**src/rtl/core/spfa_pkg.sv**
```systemverilog
// Shared types and codes for the server pool allocator.
`default_nettype none
package spfa_pkg;

	localparam logic [1:0] ST_DONE = 2'd0;
	localparam logic [1:0] ST_NONE = 2'd1;
	localparam logic [1:0] ST_FULL = 2'd2;

	// classified command, front to back
	typedef struct packed {
		logic        is_release;
		logic        rel_bad;
		logic [3:0]  rel_index;
		logic [31:0] svc_start;
		logic [31:0] svc_finish;
		logic [31:0] dsvc;
	} cmd_t;

	// per-server statistics entry
	typedef struct packed {
		logic [31:0] last_finish;
		logic [47:0] service_total;
		logic [47:0] idle_total;
		logic [31:0] served_count;
	} stat_t;

	// result item, back to output queue
	typedef struct packed {
		logic [1:0]  status;
		logic [3:0]  server_index;
		logic [4:0]  idle_count;
		logic        any_idle;
		logic [47:0] service_total;
		logic [47:0] idle_total;
		logic [31:0] served_count;
	} res_t;

endpackage
`default_nettype wire

```
**src/rtl/core/spfa_ram.sv**
```systemverilog
// Generic single-write, single-read RAM with registered read data.
`default_nettype none
module spfa_ram #(
	parameter int WIDTH = 8,
	parameter int DEPTH = 16
) (
	input  wire logic                                   clk,
	input  wire logic                                   we,
	input  wire logic [((DEPTH > 1) ? $clog2(DEPTH) : 1)-1:0] waddr,
	input  wire logic [WIDTH-1:0]                       wdata,
	input  wire logic                                   re,
	input  wire logic [((DEPTH > 1) ? $clog2(DEPTH) : 1)-1:0] raddr,
	output logic      [WIDTH-1:0]                       rdata
);

	logic [WIDTH-1:0] mem_q [DEPTH];

	always_ff @(posedge clk) begin
		if (we) begin
			mem_q[waddr] <= wdata;
		end
		if (re) begin
			rdata <= mem_q[raddr];
		end
	end

endmodule
`default_nettype wire

```
**src/rtl/core/spfa_queue.sv**
```systemverilog
// Two-entry queue used between the front, the back and the result ports.
`default_nettype none
module spfa_queue #(
	parameter type item_t = logic
) (
	input  wire logic  clk,
	input  wire logic  arst_n,
	input  wire logic  push,
	output logic       full,
	input  wire item_t wdata,
	output logic       empty,
	input  wire logic  pop,
	output item_t      rdata
);

	item_t      mem_q [2];
	logic       wr_q;
	logic       rd_q;
	logic [1:0] cnt_q;
	logic       do_push;
	logic       do_pop;

	assign full    = (cnt_q == 2'd2);
	assign empty   = (cnt_q == 2'd0);
	assign do_push = push && !full;
	assign do_pop  = pop && !empty;
	assign rdata   = mem_q[rd_q];

	always_ff @(posedge clk or negedge arst_n) begin
		if (!arst_n) begin
			wr_q  <= 1'b0;
			rd_q  <= 1'b0;
			cnt_q <= 2'd0;
		end else begin
			if (do_push) begin
				wr_q <= ~wr_q;
			end
			if (do_pop) begin
				rd_q <= ~rd_q;
			end
			if (do_push && !do_pop) begin
				cnt_q <= cnt_q + 2'd1;
			end else if (do_pop && !do_push) begin
				cnt_q <= cnt_q - 2'd1;
			end
		end
	end

	always_ff @(posedge clk) begin
		if (do_push) begin
			mem_q[wr_q] <= wdata;
		end
	end

endmodule
`default_nettype wire

```
**src/rtl/core/spfa_front.sv**
```systemverilog
// Front end: accepts input items, classifies them, queues commands.
`default_nettype none
module spfa_front #(
	parameter int SERVERS = 16
) (
	input  wire logic        clk,
	input  wire logic        arst_n,
	input  wire logic        push,
	output logic             full,
	input  wire logic        mode,
	input  wire logic [3:0]  release_index,
	input  wire logic [31:0] svc_start,
	input  wire logic [31:0] svc_finish,
	output logic             cmd_valid,
	input  wire logic        cmd_pop,
	output spfa_pkg::cmd_t   cmd
);
	import spfa_pkg::*;

	cmd_t        cls;
	logic        cmd_empty;
	logic [31:0] rel_ext;

	assign rel_ext = 32'(release_index);

	always_comb begin
		cls            = '0;
		cls.is_release = mode;
		cls.rel_bad    = (rel_ext >= 32'(SERVERS));
		cls.rel_index  = release_index;
		cls.svc_start  = svc_start;
		cls.svc_finish = svc_finish;
		// service increment, clamped at zero
		cls.dsvc       = (svc_finish > svc_start) ? (svc_finish - svc_start) : 32'd0;
	end

	spfa_queue #(.item_t(cmd_t)) u_cmdq (
		.clk   (clk),
		.arst_n(arst_n),
		.push  (push),
		.full  (full),
		.wdata (cls),
		.empty (cmd_empty),
		.pop   (cmd_pop),
		.rdata (cmd)
	);

	assign cmd_valid = !cmd_empty;

endmodule
`default_nettype wire

```
**src/rtl/core/spfa_back.sv**
```systemverilog
// Back end: idle ring, per-server statistics and result generation.
`default_nettype none
module spfa_back #(
	parameter int SERVERS = 16
) (
	input  wire logic           clk,
	input  wire logic           arst_n,
	input  wire logic           cmd_valid,
	output logic                cmd_pop,
	input  wire spfa_pkg::cmd_t cmd,
	input  wire logic           res_full,
	output logic                res_push,
	output spfa_pkg::res_t      res
);
	import spfa_pkg::*;

	localparam int IW = (SERVERS > 1) ? $clog2(SERVERS) : 1;
	localparam int CW = $clog2(SERVERS + 1);
	localparam int SW = $bits(stat_t);

	typedef enum logic [3:0] {
		S_IDLE = 4'b0001,
		S_RING = 4'b0010,
		S_STAT = 4'b0100,
		S_ADD  = 4'b1000
	} state_t;

	state_t             state_q;
	state_t             state_d;
	logic [IW-1:0]      head_q;
	logic [IW-1:0]      tail_q;
	logic [CW-1:0]      cnt_q;
	logic [CW-1:0]      cnt_inc;
	logic [SERVERS-1:0] ring_vld_q;
	logic [SERVERS-1:0] stat_vld_q;
	cmd_t               cmd_q;
	logic [IW-1:0]      sidx_q;
	logic [IW-1:0]      sidx_c;
	logic [47:0]        svc_q;
	logic [47:0]        idl_q;
	logic [31:0]        served_q;
	logic [31:0]        didl_q;
	logic [31:0]        didl_c;

	logic               ring_we;
	logic               ring_re;
	logic [IW-1:0]      ring_rdata;
	logic               stat_we;
	logic               stat_re;
	logic [SW-1:0]      stat_rdata;
	stat_t              stat_rd;
	stat_t              stat_cur;
	stat_t              stat_new;
	logic [48:0]        svc_sum;
	logic [48:0]        idl_sum;

	logic               release_ok;

	spfa_ram #(.WIDTH(IW), .DEPTH(SERVERS)) u_ring (
		.clk  (clk),
		.we   (ring_we),
		.waddr(tail_q),
		.wdata(IW'(cmd.rel_index)),
		.re   (ring_re),
		.raddr(head_q),
		.rdata(ring_rdata)
	);

	spfa_ram #(.WIDTH(SW), .DEPTH(SERVERS)) u_stat (
		.clk  (clk),
		.we   (stat_we),
		.waddr(sidx_q),
		.wdata(stat_new),
		.re   (stat_re),
		.raddr(sidx_c),
		.rdata(stat_rdata)
	);

	// never-written ring slot i holds index i
	assign sidx_c   = ring_vld_q[head_q] ? ring_rdata : head_q;
	assign stat_rd  = stat_t'(stat_rdata);
	assign stat_cur = stat_vld_q[sidx_q] ? stat_rd : '0;
	assign didl_c   = (cmd_q.svc_start > stat_cur.last_finish)
		? (cmd_q.svc_start - stat_cur.last_finish) : 32'd0;
	assign cnt_inc  = cnt_q + 1'b1;

	assign release_ok = !cmd.rel_bad && (cnt_q != CW'(SERVERS));

	// saturating updates
	assign svc_sum = {1'b0, svc_q} + 49'(cmd_q.dsvc);
	assign idl_sum = {1'b0, idl_q} + 49'(didl_q);

	always_comb begin
		stat_new               = '0;
		stat_new.last_finish   = cmd_q.svc_finish;
		stat_new.service_total = svc_sum[48] ? '1 : svc_sum[47:0];
		stat_new.idle_total    = idl_sum[48] ? '1 : idl_sum[47:0];
		stat_new.served_count  = (served_q == '1) ? served_q : served_q + 32'd1;
	end

	always_comb begin
		state_d  = state_q;
		cmd_pop  = 1'b0;
		ring_we  = 1'b0;
		ring_re  = 1'b0;
		stat_re  = 1'b0;
		stat_we  = 1'b0;
		res_push = 1'b0;
		res      = '0;
		unique case (state_q)
			S_IDLE: begin
				if (cmd_valid && !res_full) begin
					cmd_pop = 1'b1;
					if (cmd.is_release) begin
						res_push = 1'b1;
						if (release_ok) begin
							ring_we        = 1'b1;
							res.status     = ST_DONE;
							res.idle_count = 5'(cnt_inc);
							res.any_idle   = 1'b1;
						end else begin
							res.status     = ST_FULL;
							res.idle_count = 5'(cnt_q);
							res.any_idle   = (cnt_q != '0);
						end
					end else if (cnt_q == '0) begin
						res_push   = 1'b1;
						res.status = ST_NONE;
					end else begin
						ring_re = 1'b1;
						state_d = S_RING;
					end
				end
			end
			S_RING: begin
				stat_re = 1'b1;
				state_d = S_STAT;
			end
			S_STAT: begin
				state_d = S_ADD;
			end
			S_ADD: begin
				stat_we           = 1'b1;
				res_push          = 1'b1;
				res.status        = ST_DONE;
				res.server_index  = 4'(sidx_q);
				res.idle_count    = 5'(cnt_q);
				res.any_idle      = (cnt_q != '0);
				res.service_total = stat_new.service_total;
				res.idle_total    = stat_new.idle_total;
				res.served_count  = stat_new.served_count;
				state_d           = S_IDLE;
			end
			default: begin
				state_d = S_IDLE;
			end
		endcase
	end

	always_ff @(posedge clk or negedge arst_n) begin
		if (!arst_n) begin
			state_q    <= S_IDLE;
			head_q     <= '0;
			tail_q     <= '0;
			cnt_q      <= CW'(SERVERS);
			ring_vld_q <= '0;
			stat_vld_q <= '0;
		end else begin
			state_q <= state_d;
			if (ring_we) begin
				ring_vld_q[tail_q] <= 1'b1;
				tail_q <= (tail_q == IW'(SERVERS - 1)) ? '0 : tail_q + 1'b1;
				cnt_q  <= cnt_inc;
			end
			if (state_q == S_RING) begin
				head_q <= (head_q == IW'(SERVERS - 1)) ? '0 : head_q + 1'b1;
				cnt_q  <= cnt_q - 1'b1;
			end
			if (stat_we) begin
				stat_vld_q[sidx_q] <= 1'b1;
			end
		end
	end

	always_ff @(posedge clk) begin
		if (cmd_pop) begin
			cmd_q <= cmd;
		end
		if (state_q == S_RING) begin
			sidx_q <= sidx_c;
		end
		if (state_q == S_STAT) begin
			svc_q    <= stat_cur.service_total;
			idl_q    <= stat_cur.idle_total;
			served_q <= stat_cur.served_count;
			didl_q   <= didl_c;
		end
	end

endmodule
`default_nettype wire

```
**src/rtl/core/server_pool_fifo_allocator.sv**
```systemverilog
// Top level of the server pool allocator: front, back and result queue.
//
// Usage: both sides look like queues. An item transfers in on a rising
// edge with push high and full low; mode 0 acquires the oldest idle server,
// mode 1 returns release_index to the idle list. A result transfers out on
// a rising edge with pop high and empty low; the oldest result is on the
// result ports while empty is low.
// Path: a release goes from the command queue through S_IDLE into the
// result queue; an acquire also steps through ring read, stats read, update.
// The back end runs one item at a time: a release or refused acquire is
// finished in S_IDLE, a granted acquire goes through S_RING, S_STAT and
// S_ADD for the two registered RAM reads and the saturating stats update.
// A two-entry command queue keeps the input taking items while the back
// end works; a two-entry result queue lets results wait for pop.
// Reset: all servers idle in order 0..SERVERS-1, all stats zero. This is
// done by per-entry valid flops, so no clearing pass is needed and the
// block takes items right after reset.
// Receiver stall: when the result queue fills, the back end stops, the
// command queue fills, and full rises; nothing is dropped.
`default_nettype none
module server_pool_fifo_allocator #(
	parameter int SERVERS = 16
) (
	input  wire logic        clk,
	input  wire logic        arst_n,
	input  wire logic        push,
	output logic             full,
	input  wire logic        mode,
	input  wire logic [3:0]  release_index,
	input  wire logic [31:0] svc_start,
	input  wire logic [31:0] svc_finish,
	output logic             empty,
	input  wire logic        pop,
	output logic [1:0]       status,
	output logic [3:0]       server_index,
	output logic [4:0]       idle_count,
	output logic             any_idle,
	output logic [47:0]      service_total,
	output logic [47:0]      idle_total,
	output logic [31:0]      served_count
);
	import spfa_pkg::*;

	cmd_t cmd;
	logic cmd_valid;
	logic cmd_pop;
	res_t res_in;
	res_t res_out;
	logic res_push;
	logic res_full;

	// front: classify and queue commands
	spfa_front #(.SERVERS(SERVERS)) u_front (
		.clk          (clk),
		.arst_n       (arst_n),
		.push         (push),
		.full         (full),
		.mode         (mode),
		.release_index(release_index),
		.svc_start    (svc_start),
		.svc_finish   (svc_finish),
		.cmd_valid    (cmd_valid),
		.cmd_pop      (cmd_pop),
		.cmd          (cmd)
	);

	// back: idle ring and per-server stats
	spfa_back #(.SERVERS(SERVERS)) u_back (
		.clk      (clk),
		.arst_n   (arst_n),
		.cmd_valid(cmd_valid),
		.cmd_pop  (cmd_pop),
		.cmd      (cmd),
		.res_full (res_full),
		.res_push (res_push),
		.res      (res_in)
	);

	// results wait here until popped
	spfa_queue #(.item_t(res_t)) u_resq (
		.clk   (clk),
		.arst_n(arst_n),
		.push  (res_push),
		.full  (res_full),
		.wdata (res_in),
		.empty (empty),
		.pop   (pop),
		.rdata (res_out)
	);

	assign status        = res_out.status;
	assign server_index  = res_out.server_index;
	assign idle_count    = res_out.idle_count;
	assign any_idle      = res_out.any_idle;
	assign service_total = res_out.service_total;
	assign idle_total    = res_out.idle_total;
	assign served_count  = res_out.served_count;

endmodule
`default_nettype wire

```
**config.mk**
```make
export PLATFORM = sky130hd
export DESIGN_NAME = server_pool_fifo_allocator
export DESIGN_NICKNAME = d
export VERILOG_FILES = /design/src/rtl/core/spfa_pkg.sv /design/src/rtl/core/spfa_ram.sv /design/src/rtl/core/spfa_queue.sv /design/src/rtl/core/spfa_front.sv /design/src/rtl/core/spfa_back.sv /design/src/rtl/core/server_pool_fifo_allocator.sv
export SDC_FILE = /design/constraint.sdc
export NUM_CORES = 2
export LEC_CHECK = 0
export BUFFER_PORTS_ARGS = -buffer_cell sky130_fd_sc_hd__buf_2
export CORE_AREA = 2 2 569 571
export CTS_CLUSTER_DIAMETER = 200
export DETAILED_ROUTE_END_ITERATION = 6
export DIE_AREA = 0 0 571 573
export SLEW_MARGIN = 20
export SYNTH_ARGS = -nofsm -noshare
export SYNTH_HDL_FRONTEND = slang
export SYNTH_HIERARCHICAL = 1
export SYNTH_SLANG_ARGS = --single-unit
```
**constraint.sdc**
```tcl
create_clock -name clk -period 20.9 [get_ports clk]
set_input_delay 2.09 -clock clk [delete_from_list [all_inputs] [get_ports clk]]
set_output_delay 2.09 -clock clk [all_outputs]
set_load 0.005 [all_outputs]
```
==> reports/results.txt <==
Status -> finished, final reports clean
YS warnings -> 6
Worst slew pin tran -> 1.18 ns
Share of flip-flops with an asynchronous set or reset -> 0.0159
Cells after Synth -> 7394
Worst-Skew Late Latency -> 0.95 ns
Final Instance Area -> 162000 sq um
Endpoint type of the worst setup path -> flop
Ys flop type -> edfxtp_1
Hold depth -> 1
Hold WC Path Type -> flop to flop
Global-route wire length before repair -> 535 mm
Core ar. -> 320000 sq um
Crit-path slowest cell -> dfrtp_1
Power Density -> 152 nW/um^2
CTS tree -> built
Setup Total Neg Slack -> 0 ns
Routed length per placed instance -> 30.2 um
Port Buffers -> 214
Multi-input gate area -> 34400 sq um
First drt pass iteration count -> 7
Clock Sinks -> 3589
Final-report hold violation count -> 0
R2R cell count -> 12
Register bit total from synthesis -> 3589
# IOs -> 215
Crit-path leading delay family -> buffers and inverters
GPL Wtd Cong -> 0.894
Pin count of the biggest net entering global routing -> 105
Clk Tree Root Cell -> clkbuf_16
Grt total ovfl -> 0
Synth area leaders -> edfxtp_1 74%, mux4_2 9.5%, mux2_2 1.9%
Starting Density -> 0.448
Number of global-route vias before repair -> 73900
Critical path class -> flop to flop
Final Max Tran Viols -> 0
CP arrival -> 8.11 ns
Htree depth -> 5
CP required -> 21.54 ns
CTS-repair resized insts -> 0
Vert. Die Dim -> 573 um
Number of synthesized flops with an enable pin -> 3532
Die width -> 571 um
Worst slew margin -> 0.213
Min cycle time layout -> 7.47 ns
Startpoint types -> flop
Netlist Area Pre-Place -> 144000 sq um
1st-iter DRT viols -> 8283
Met2 Use GR -> 0.356
Yosys top cell by area -> edfxtp_1
Unrepaired setup endpoints after global routing -> no
Top fanout value on the critical path -> 50
Crit path top cell by count -> buf_4
CTS Buf Count -> 372
Max IR drop VDD -> 0.000237 V
Yosys top cell area share -> 0.738
Max-cap violations -> 0
Via count -> 74000
Setup bufs post-CTS -> 0
Sequential-to-total area share from yosys stat -> 0.748
CP Buf/Inv Count -> 4
M3 GR Usage -> 0.0339
CP max stage delay -> 1.02 ns
Final clock skew -> 0.0522 ns
Fin nets -> 7993
Fill count -> 25600
Stages on worst setup path -> 12
Area Growth Syn to Fin -> 12.7%
Placement Cell Area -> 150000 sq um
Share of layout cells above drive strength 1 -> 0.243
DRT Wirelength -> 374 mm
# rows -> 208
# hold bufs at CTS -> 0
Post-synth cell types -> 107
Crit share post-route -> 0.357
GRT Total Usage -> 0.226
Initial antenna violation count -> 28
Clock Tree Buf Depth -> 4
Gr busiest metal -> met2
Dpl hpwl -> 211 mm
Seq. cell area -> 107000 sq um
Fmax -> 134 MHz
Flop2flop setup slack -> 13.43 ns
Die area -> 327000 sq um
Clock-pin slew on the worst setup and hold paths -> 0.06 ns
Post-DRT Antenna Nets -> 0
Syn Area/Cell -> 19.4 sq um
GR Layer Usage met1 -> 0.330
Via density -> 5.96
Pleak -> 53.6 nW
Setup violators final -> 0
CP Cell Sequence -> mux4_2 > nor2b_1 > a211oi_1 > a21oi_1 > mux2_8 > buf_4 > buf_4 > buf_4 > buf_4 > mux4_2 > a22oi_1 > nand2_1
DRC -> 0
[synth_stat cells (24+ instances only)]
cell,count
inv_1,88
and2_1,192
xor2_1,70
buf_2,133
ha_1,138
a21oi_1,196
a211oi_1,27
nand4_1,32
mux2_2,241
mux4_2,606
clkbuf_1,134
nor2_1,197
o21ai_0,108
o221ai_1,30
mux2i_1,35
nand2b_1,40
a22oi_1,275
buf_6,41
o21a_1,24
edfxtp_1,3532
xnor2_1,75
nor3_1,53
nand2_1,357
nand3_1,74
o21bai_1,30
and3_1,34
mux2_4,90
dfrtp_1,55
a21o_1,77
a31oi_1,38
nor2b_1,59
[kinds of logic after synthesis]
logic type / Yosys count / share of synthesized area
flip-flops: 3589 / 0.748
multiplexers: 993 / 0.129
adder cells (fa/ha/maj): 142 / 0.0126
AND/OR/NAND/NOR: 1126 / 0.0395
other: 1 / 0.0000261
XOR/XNOR: 145 / 0.00884
AO/OA/AOI/OAI: 959 / 0.0466
buffers and inverters: 439 / 0.0155
[placed cells by master (no fill, tap or decap), types with 53 or more instances in the layout]
master,netlist,routed
a21o_1,77,77
xor2_1,70,61
nand2_1,357,357
dfrtp_1,55,53
clkbuf_1,134,74
mux2_2,241,238
nor2_1,197,179
edfxtp_1,3532,3532
nand3_1,74,74
mux4_2,606,605
a21oi_1,196,194
clkinv_2,0,67
buf_2,133,214
clkbuf_16,0,373
ha_1,138,138
clkinv_1,0,93
mux2_4,90,90
buf_4,19,131
a22oi_1,275,275
nor2b_1,59,53
and2_1,192,189
inv_1,88,86
xnor2_1,75,62
o21ai_0,108,108
[worst register-to-register path, stage by stage (launching register included)]
cell and delay (ns):
dfrtp_1 1.02, mux4_2 0.43, nor2b_1 0.14, a211oi_1 0.45
a21oi_1 0.28, mux2_8 0.71, buf_4 0.78, buf_4 0.82
buf_4 0.92, buf_4 0.70, mux4_2 0.60, a22oi_1 0.25
nand2_1 0.07
[sequential cells by signal (all words and copies together), names as in the netlist, 5 cells and up]
| signal | cells |
|---|---|
| u_back/u_stat/mem_q | 2560 |
| u_resq/mem_q | 280 |
| u_front/u_cmdq/mem_q | 204 |
| u_back/u_stat/rdata | 160 |
| u_back/cmd_q | 96 |
| u_back/u_ring/mem_q | 64 |
| u_back/idl_q | 48 |
| u_back/svc_q | 48 |
| u_back/didl_q | 32 |
| u_back/served_q | 32 |
| u_back/ring_vld_q | 16 |
| u_back/stat_vld_q | 16 |
| u_back/cnt_q | 5 |
[area by class of cell]
cell class / instances / area share
diodes: 13 / 0.000201
well taps: 4305 / 0.0333
multi-input cells: 3367 / 0.213
clock inverters: 237 / 0.0140
clock buffers: 449 / 0.0595
inverters: 89 / 0.00208
flip-flops and latches: 3589 / 0.664
repair buffers: 359 / 0.0144
[per-stage QoR]
stage	power [mW]	util	worst slack (ns)	instances	hold WS (ns)
floorplan	15.7	-	2.75	7395	0.431
global placement	18.2	0.467	13.43	11700	0.445
detailed placement	18.3	0.468	13.25	11700	0.452
CTS	24.8	0.505	13.25	12400	0.466
global route	25.6	0.505	12.71	12400	0.474
finish	24.5	0.505	13.43	12400	0.462
[routing by layer]
layer	share of wire	vias to the layer above
li1	-	30900
met1	0.43	39500
met2	0.47	3068
met3	0.074	522
met4	0.024	2
met5	0.000035	-
[where the power goes]
part	internal, mW	switching [mW]
clock	3.70	2.78
combinational	3.68	4.95
sequential	9.06	0.378
total	16.4	8.11
[worst paths after layout]
check,startpoint,endpoint
setup reg to reg,u_back/head_q[1]$_DFFE_PN0P_,u_back/u_stat/rdata[64]$_DFFE_PP_
hold / removal,u_back/ring_vld_q[14]$_DFFE_PN0P_,u_back/ring_vld_q[14]$_DFFE_PN0P_
max in group asynchronous,arst_n,u_resq/rd_q$_DFFE_PN0P_
min in group asynchronous,arst_n,u_front/u_cmdq/wr_q$_DFFE_PN0P_
hold reg to reg,u_back/ring_vld_q[14]$_DFFE_PN0P_,u_back/ring_vld_q[14]$_DFFE_PN0P_
setup / recovery,u_back/head_q[1]$_DFFE_PN0P_,u_back/u_stat/rdata[64]$_DFFE_PP_
(Power assumes the default switching activity.)
